## src/rtl/ruof_pkg.sv

```systemverilog
package ruof_pkg;

    typedef logic signed [10:0] t_tone;

    typedef struct packed {
        t_tone lo0;
        t_tone hi0;
        t_tone lo1;
        t_tone hi1;
    } t_pair;

    localparam logic [1:0] ST_FOUND   = 2'd0;
    localparam logic [1:0] ST_INVALID = 2'd1;
    localparam logic [1:0] ST_NONE    = 2'd2;

    localparam logic [1:0] W_160  = 2'd3;
    localparam logic [2:0] T_2X996 = 3'd6;

    typedef struct packed {
        logic load;
        logic step;
    } t_cmd;

    typedef struct packed {
        logic       ref_bad;
        logic       direct;
        logic       last;
        logic       hit;
    } t_sts;

    function automatic logic [5:0] ru_count(input logic [1:0] pw, input logic [2:0] t);
        logic [5:0] n;
        n = 6'd0;
        case (pw)
            2'd0: begin
                case (t)
                    3'd0: n = 6'd9;
                    3'd1: n = 6'd4;
                    3'd2: n = 6'd2;
                    3'd3: n = 6'd1;
                    default: n = 6'd0;
                endcase
            end
            2'd1: begin
                case (t)
                    3'd0: n = 6'd18;
                    3'd1: n = 6'd8;
                    3'd2: n = 6'd4;
                    3'd3: n = 6'd2;
                    3'd4: n = 6'd1;
                    default: n = 6'd0;
                endcase
            end
            default: begin
                case (t)
                    3'd0: n = 6'd37;
                    3'd1: n = 6'd16;
                    3'd2: n = 6'd8;
                    3'd3: n = 6'd4;
                    3'd4: n = 6'd2;
                    3'd5: n = 6'd1;
                    default: n = 6'd0;
                endcase
            end
        endcase
        return n;
    endfunction

    function automatic logic [6:0] ru_base(input logic [1:0] pw, input logic [2:0] t);
        logic [6:0] b;
        b = 7'd0;
        case (pw)
            2'd0: begin
                case (t)
                    3'd1: b = 7'd9;
                    3'd2: b = 7'd13;
                    3'd3: b = 7'd15;
                    default: b = 7'd0;
                endcase
            end
            2'd1: begin
                case (t)
                    3'd0: b = 7'd16;
                    3'd1: b = 7'd34;
                    3'd2: b = 7'd42;
                    3'd3: b = 7'd46;
                    3'd4: b = 7'd48;
                    default: b = 7'd0;
                endcase
            end
            default: begin
                case (t)
                    3'd0: b = 7'd49;
                    3'd1: b = 7'd86;
                    3'd2: b = 7'd102;
                    3'd3: b = 7'd110;
                    3'd4: b = 7'd114;
                    3'd5: b = 7'd116;
                    default: b = 7'd0;
                endcase
            end
        endcase
        return b;
    endfunction

    function automatic t_pair sp(input int a, input int b);
        return '{t_tone'(a), t_tone'(b), t_tone'(a), t_tone'(b)};
    endfunction

    function automatic t_pair dp(input int a, input int b, input int c, input int d);
        return '{t_tone'(a), t_tone'(b), t_tone'(c), t_tone'(d)};
    endfunction

    function automatic t_pair plan(input logic [6:0] k);
        t_pair p;
        p = sp(0, 0);
        case (k)
            7'd0: p = sp(-121, -96);    7'd1: p = sp(-95, -70);
            7'd2: p = sp(-68, -43);     7'd3: p = sp(-42, -17);
            7'd4: p = dp(-16, -4, 4, 16);
            7'd5: p = sp(17, 42);       7'd6: p = sp(43, 68);
            7'd7: p = sp(70, 95);       7'd8: p = sp(96, 121);
            7'd9: p = sp(-121, -70);    7'd10: p = sp(-68, -17);
            7'd11: p = sp(17, 68);      7'd12: p = sp(70, 121);
            7'd13: p = sp(-122, -17);   7'd14: p = sp(17, 122);
            7'd15: p = dp(-122, -2, 2, 122);
            7'd16: p = sp(-243, -218);  7'd17: p = sp(-217, -192);
            7'd18: p = sp(-189, -164);  7'd19: p = sp(-163, -138);
            7'd20: p = sp(-136, -111);  7'd21: p = sp(-109, -84);
            7'd22: p = sp(-83, -58);    7'd23: p = sp(-55, -30);
            7'd24: p = sp(-29, -4);     7'd25: p = sp(4, 29);
            7'd26: p = sp(30, 55);      7'd27: p = sp(58, 83);
            7'd28: p = sp(84, 109);     7'd29: p = sp(111, 136);
            7'd30: p = sp(138, 163);    7'd31: p = sp(164, 189);
            7'd32: p = sp(192, 217);    7'd33: p = sp(218, 243);
            7'd34: p = sp(-243, -192);  7'd35: p = sp(-189, -138);
            7'd36: p = sp(-109, -58);   7'd37: p = sp(-55, -4);
            7'd38: p = sp(4, 55);       7'd39: p = sp(58, 109);
            7'd40: p = sp(138, 189);    7'd41: p = sp(192, 243);
            7'd42: p = sp(-243, -138);  7'd43: p = sp(-109, -4);
            7'd44: p = sp(4, 109);      7'd45: p = sp(138, 243);
            7'd46: p = sp(-244, -3);    7'd47: p = sp(3, 244);
            7'd48: p = dp(-244, -3, 3, 244);
            7'd49: p = sp(-499, -474);  7'd50: p = sp(-473, -448);
            7'd51: p = sp(-445, -420);  7'd52: p = sp(-419, -394);
            7'd53: p = sp(-392, -367);  7'd54: p = sp(-365, -340);
            7'd55: p = sp(-339, -314);  7'd56: p = sp(-311, -286);
            7'd57: p = sp(-285, -260);  7'd58: p = sp(-257, -232);
            7'd59: p = sp(-231, -206);  7'd60: p = sp(-203, -178);
            7'd61: p = sp(-177, -152);  7'd62: p = sp(-150, -125);
            7'd63: p = sp(-123, -98);   7'd64: p = sp(-97, -72);
            7'd65: p = sp(-69, -44);    7'd66: p = sp(-43, -18);
            7'd67: p = dp(-16, -4, 4, 16);
            7'd68: p = sp(18, 43);      7'd69: p = sp(44, 69);
            7'd70: p = sp(72, 97);      7'd71: p = sp(98, 123);
            7'd72: p = sp(125, 150);    7'd73: p = sp(152, 177);
            7'd74: p = sp(178, 203);    7'd75: p = sp(206, 231);
            7'd76: p = sp(232, 257);    7'd77: p = sp(260, 285);
            7'd78: p = sp(286, 311);    7'd79: p = sp(314, 339);
            7'd80: p = sp(340, 365);    7'd81: p = sp(367, 392);
            7'd82: p = sp(394, 419);    7'd83: p = sp(420, 445);
            7'd84: p = sp(448, 473);    7'd85: p = sp(474, 499);
            7'd86: p = sp(-499, -448);  7'd87: p = sp(-445, -394);
            7'd88: p = sp(-365, -314);  7'd89: p = sp(-311, -260);
            7'd90: p = sp(-257, -206);  7'd91: p = sp(-203, -152);
            7'd92: p = sp(-123, -72);   7'd93: p = sp(-69, -18);
            7'd94: p = sp(18, 69);      7'd95: p = sp(72, 123);
            7'd96: p = sp(152, 203);    7'd97: p = sp(206, 257);
            7'd98: p = sp(260, 311);    7'd99: p = sp(314, 365);
            7'd100: p = sp(394, 445);   7'd101: p = sp(448, 499);
            7'd102: p = sp(-499, -394); 7'd103: p = sp(-365, -260);
            7'd104: p = sp(-257, -152); 7'd105: p = sp(-123, -18);
            7'd106: p = sp(18, 123);    7'd107: p = sp(152, 257);
            7'd108: p = sp(260, 365);   7'd109: p = sp(394, 499);
            7'd110: p = sp(-500, -259); 7'd111: p = sp(-258, -17);
            7'd112: p = sp(17, 258);    7'd113: p = sp(259, 500);
            7'd114: p = sp(-500, -17);  7'd115: p = sp(17, 500);
            7'd116: p = dp(-500, -3, 3, 500);
            default: p = sp(0, 0);
        endcase
        return p;
    endfunction

endpackage

```

## src/rtl/ruof_ctrl.sv

```systemverilog
module ruof_ctrl (
    input  logic           i_clk,
    input  logic           i_rst_n,
    input  logic           i_valid,
    output logic           o_stall,
    output logic           o_valid,
    input  logic           i_stall,
    input  ruof_pkg::t_sts i_sts,
    output ruof_pkg::t_cmd o_cmd,
    output logic           o_capture
);
    import ruof_pkg::*;

    localparam logic [1:0] S_IDLE = 2'd0;
    localparam logic [1:0] S_RUN  = 2'd1;
    localparam logic [1:0] S_OUT  = 2'd2;

    logic [1:0] r_state;
    logic [1:0] n_state;
    logic       done;

    assign done      = i_sts.ref_bad || i_sts.direct || i_sts.hit || i_sts.last;
    assign o_stall   = (r_state != S_IDLE);
    assign o_valid   = (r_state == S_OUT);
    assign o_cmd.load = (r_state == S_IDLE) && i_valid;
    assign o_cmd.step = (r_state == S_RUN) && !done;
    assign o_capture = (r_state == S_RUN) && done;

    always_comb begin
        n_state = r_state;
        case (r_state)
            S_IDLE: if (i_valid) n_state = S_RUN;
            S_RUN:  if (done) n_state = S_OUT;
            S_OUT:  if (!i_stall) n_state = S_IDLE;
            default: n_state = S_IDLE;
        endcase
    end

    always_ff @(posedge i_clk) begin
        if (!i_rst_n) begin
            r_state <= S_IDLE;
        end else begin
            r_state <= n_state;
        end
    end

endmodule

```

## config.mk

```make
export PLATFORM = sky130hd
export DESIGN_NAME = ruof_ctrl
export DESIGN_NICKNAME = d
export VERILOG_FILES = /design/src/rtl/ruof_pkg.sv /design/src/rtl/ruof_ctrl.sv
export SDC_FILE = /design/constraint.sdc
export NUM_CORES = 1
export LEC_CHECK = 0
export ABC_AREA = 1
export BUFFER_PORTS_ARGS = -buffer_cell sky130_fd_sc_hd__clkbuf_2
export CORE_AREA = 2 2 39 41
export CTS_CLUSTER_SIZE = 14
export DETAILED_ROUTE_END_ITERATION = 8
export DIE_AREA = 0 0 41 43
export PLACE_DENSITY_LB_ADDON = 0.2
export SETUP_SLACK_MARGIN = 0.4
export SYNTH_ARGS = -nofsm -noshare
export SYNTH_HDL_FRONTEND = slang
export SYNTH_SLANG_ARGS = --single-unit
```

## constraint.sdc

```tcl
create_clock -name i_clk -period 1.1 [get_ports i_clk]
set_input_delay 0.11 -clock i_clk [delete_from_list [all_inputs] [get_ports i_clk]]
set_output_delay 0.11 -clock i_clk [all_outputs]
set_load 0.1 [all_outputs]
```

### Yosys cells after proc, flatten, opt, wreduce, memory -nomap -nowiden

Cells that the tools add are included.

* equality and inequality tests: 5
* mux-type cells: 4
* reductions and logical operators: 10

Operator list (count)
* 2-bit 2-to-1 mux: 3
* 2-bit != test (second input constant): 3
* 2-bit case mux with 3 select lines: 1
* 1-bit logical AND: 3
* 1-bit logical OR: 3
* 3-bit AND reduction: 1
* 2-bit by 1-bit == test with 1-bit output (second input constant): 1
* 2-bit == test (second input constant): 1
* 2-bit zero test: 1
* 2-bit nonzero test: 1
* 1-bit zero test: 1

* register bits: 2
* input bits: 8
* output and inout port bits: 5
* logic and storage cells: 20

### Logic depth before layout (Yosys ltp)

* depth in word-level cells: 5
* gate-level depth with buffers: 4

### Worst setup path after synthesis

Ideal clock, no wire load.

* kind: reg-to-reg
* start: reg r_state[1]
* end: reg r_state[1]
* arrival time: 1.495 ns
* path slack: -0.462 ns
* stages on the path, launching flop included: 5
* buffers on the path: 0
* period minus slack after synthesis: 1.562 ns
* path through: dfxtp_1 -> inv_2 -> nor2_2 -> nand2_1 -> a21oi_2

* longest elaborated chain between the ends: 3
* elaborated cells between the ends (all ways): 8

RTL lines
* from (decl): line ruof_ctrl.sv:18 `logic [1:0] r_state;`
* from (signal assigned): line ruof_ctrl.sv:43 `r_state <= n_state;`
* 2-bit == test (*)
* net o_valid: line ruof_ctrl.sv:6 `output logic o_valid,`
* 2-bit != test (no line)
* 3-bit AND reduction (no line)

Mark *: on every way through the listed nets, which the timed path passes. The rest lies on a longest branch.
A chain may end at the register's enable or synchronous reset.

==> impl_metrics.json <==
{
  "num_antenna_cells": 0,
  "finClkSkew_ns": 0.00553,
  "worst-setup-path-type": "reg2out",
  "syn-cell-area_sq_um": 133,
  "yosysWarnings": 0,
  "fin_crit_sh_pct": 107,
  "synth_top_area_cell": "dfxtp_1",
  "crit_fanout": 3,
  "top_regs": "r_state: 2 flops",
  "min_period_ns": 1.18,
  "power_density_nw_per_um2": 1250,
  "top_register": "r_state",
  "cp_slowest_stage_delay_ns": 0.34,
  "drt_wl_total_microns": 386,
  "overflow": 0,
  "drt_iter0_markers": 0,
  "multi_input_area_sq_um": 83.8,
  "syn_to_final_growth_pct": 186,
  "violations": "setup timing",
  "hold_class": "in2reg",
  "clk_pin_slew_worst_paths_ns": 0.03,
  "status": "finished with violations",
  "grt_first_pass_wirelength_microns": 710,
  "dpl.hpwl_microns": 296,
  "r2r_slack_ns": 0.21,
  "power_uw": 473,
  "setup_slack_ns": -0.0791,
  "fillCellCount": 149,
  "postSynthAreaPerCell_sq_um": 6.32,
  "endpoint_kind": "output port",
  "slowest_stage": "dfxtp_2",
  "synth_top_area_share_pct": 30.2,
  "first_global_vias": 196,
  "viasPerCell": 3.34,
  "slew_viol_final": 0,
  "syn-num-nets": 29,
  "cp.required_ns": 0.99,
  "dieWidth_microns": 41,
  "crit_chain": "inv_2 > nor2_4 > nand3_2 > clkinvlp_4 > buf_12",
  "initial_utilization_pct": 9.58,
  "num_io_pins": 13,
  "drc_errors": 0,
  "maxCapViolCount": 0,
  "finalHoldViolations": 0,
  "ys_seq_area_share_pct": 30.2,
  "cts_num_sinks": 2,
  "ctsRootBufferMaster": "clkbuf_4",
  "tightest_slew_ns": 0.165,
  "io_buffers": 12,
  "postSynthCellCount": 21,
  "largest_reg_flops": 2,
  "fin_tns_setup_ns": -0.225,
  "insertion_delay_ns": 0.23,
  "slew_headroom_pct": 89.0,
  "p_leak_uw": 0.000153,
  "synth_seq_cells": 2,
  "htree_levels": 1,
  "wire_per_inst_microns": 6.89,
  "dr.pass1.iters": 1,
  "via_count": 187,
  "fp-row-count": 14,
  "nets": 50,
  "cts_tree": "yes",
  "clk_path_buf_depth": 2,
  "grt_start_max_net_pins": 4,
  "design.core.area_sq_um": 1380,
  "arrival_ns": 1.07,
  "setup-violations-final": 4,
  "synth_area_leaders": "dfxtp_1 (30%), inv_1 (17%), a21oi_2 (13%)",
  "start_kind": "register",
  "grt_use_total_pct": 7.31,
  "vdd.ir_drop.worst_uv": 273,
  "max_freq_mhz": 848,
  "layout-drive-gt1-share_pct": 87.5,
  "fp.dieArea_sq_um": 1760,
  "ff_latch_area_sq_um": 42.5,
  "die_h_microns": 43,
  "gp_congestion": 0.630,
  "synth_cell_types": 8,
  "antenna_found_initial": 0,
  "ant_nets": 0,
  "cts_inserted_buffers": 3,
  "rsz0062_at_grt": "yes",
  "postCtsHoldBufs": 0
}
==> worst paths after layout <==
path,startpoint,end,cells after the start
max,r_state[0],o_cmd[0],5
min,i_stall,r_state[1],3
max reg2reg,r_state[0],r_state[0],5
min reg2reg,r_state[0],r_state[0],3
==> cell type report <==
class	instances	share of cell area, %
inverters	7	10.9
multi-input cells	12	22.1
well taps	16	5.28
clock buffers	3	5.94
flip-flops and latches	2	11.2
repair buffers	16	44.6
==> per-stage QoR <==
| step | std cells | instance area, sq um | worst slack [ns] | util (%) | hold slack [ns] |
|---|---|---|---|---|---|
| 2_1_floorplan | 21 | 156 | -0.0911 | - | 0.248 |
| 3_3_place_gp | 51 | 327 | 0.0593 | 23.6 | 0.360 |
| 3_5_place_dp | 51 | 327 | 0.0718 | 23.6 | 0.357 |
| 4_1_cts | 56 | 374 | -0.111 | 27.0 | 0.115 |
| 5_1_grt | 56 | 379 | -0.139 | 27.4 | 0.103 |
| 6_report | 56 | 379 | -0.0791 | 27.4 | 0.110 |
==> placed cells by master (no fill, tap or decap) <==
cell / instances
nand2_2: 2
inv_1: 1
buf_4: 3
clkbuf_2: 7
clkinvlp_4: 4
nand2_1: 2
nor2_2: 1
nor2_1: 2
a21oi_2: 2
nand3_2: 1
dfxtp_2: 2
inv_2: 2
buf_6: 1
nor2_4: 2
buf_12: 5
clkbuf_4: 3
==> metal layers <==
metal / global-route usage [%] / part of all wire, % / vias up
li1: - / - / 97
met1: 5.75 / 32 / 84
met2: 8.75 / 60 / 4
met3: 3.14 / 2.8 / 2
met4: 14.0 / 4.9 / 0
met5: 0 / 0 / -
==> logic make-up after synthesis <==
kind of cell           synth area share (%)
AOI/OAI and AO/OA                      13.2
buffers and inverters                  19.8
DFF                                    30.2
and+or+nand+nor                        36.8
==> synthesized netlist by cell type <==
cell	number
dfxtp_1	2
nor2_2	2
nor2_1	3
inv_2	1
nand3_2	1
nand2_1	4
a21oi_2	2
inv_1	6
==> critical path, delay by kind of cell (launching register included) <==
family                 cells  cell delay, ns
flip-flops                 1            0.34
buffers and inverters      3            0.31
AND/OR/NAND/NOR            2            0.19
==> report_power, final <==
group | switching [uW] | total, uW | internal [uW]
clock | 49.8 | 171 | 121
sequential | 5.65 | 84.5 | 78.8
combinational | 134 | 218 | 83.7
==> repair_timing <==
item	4_1_cts	5_1_grt
pin swaps	2	1
endpoints found under the setup margin	7	7
setup buffers	2	0
gates resized for setup	4	2
Power figures use the tool's default switching activity.
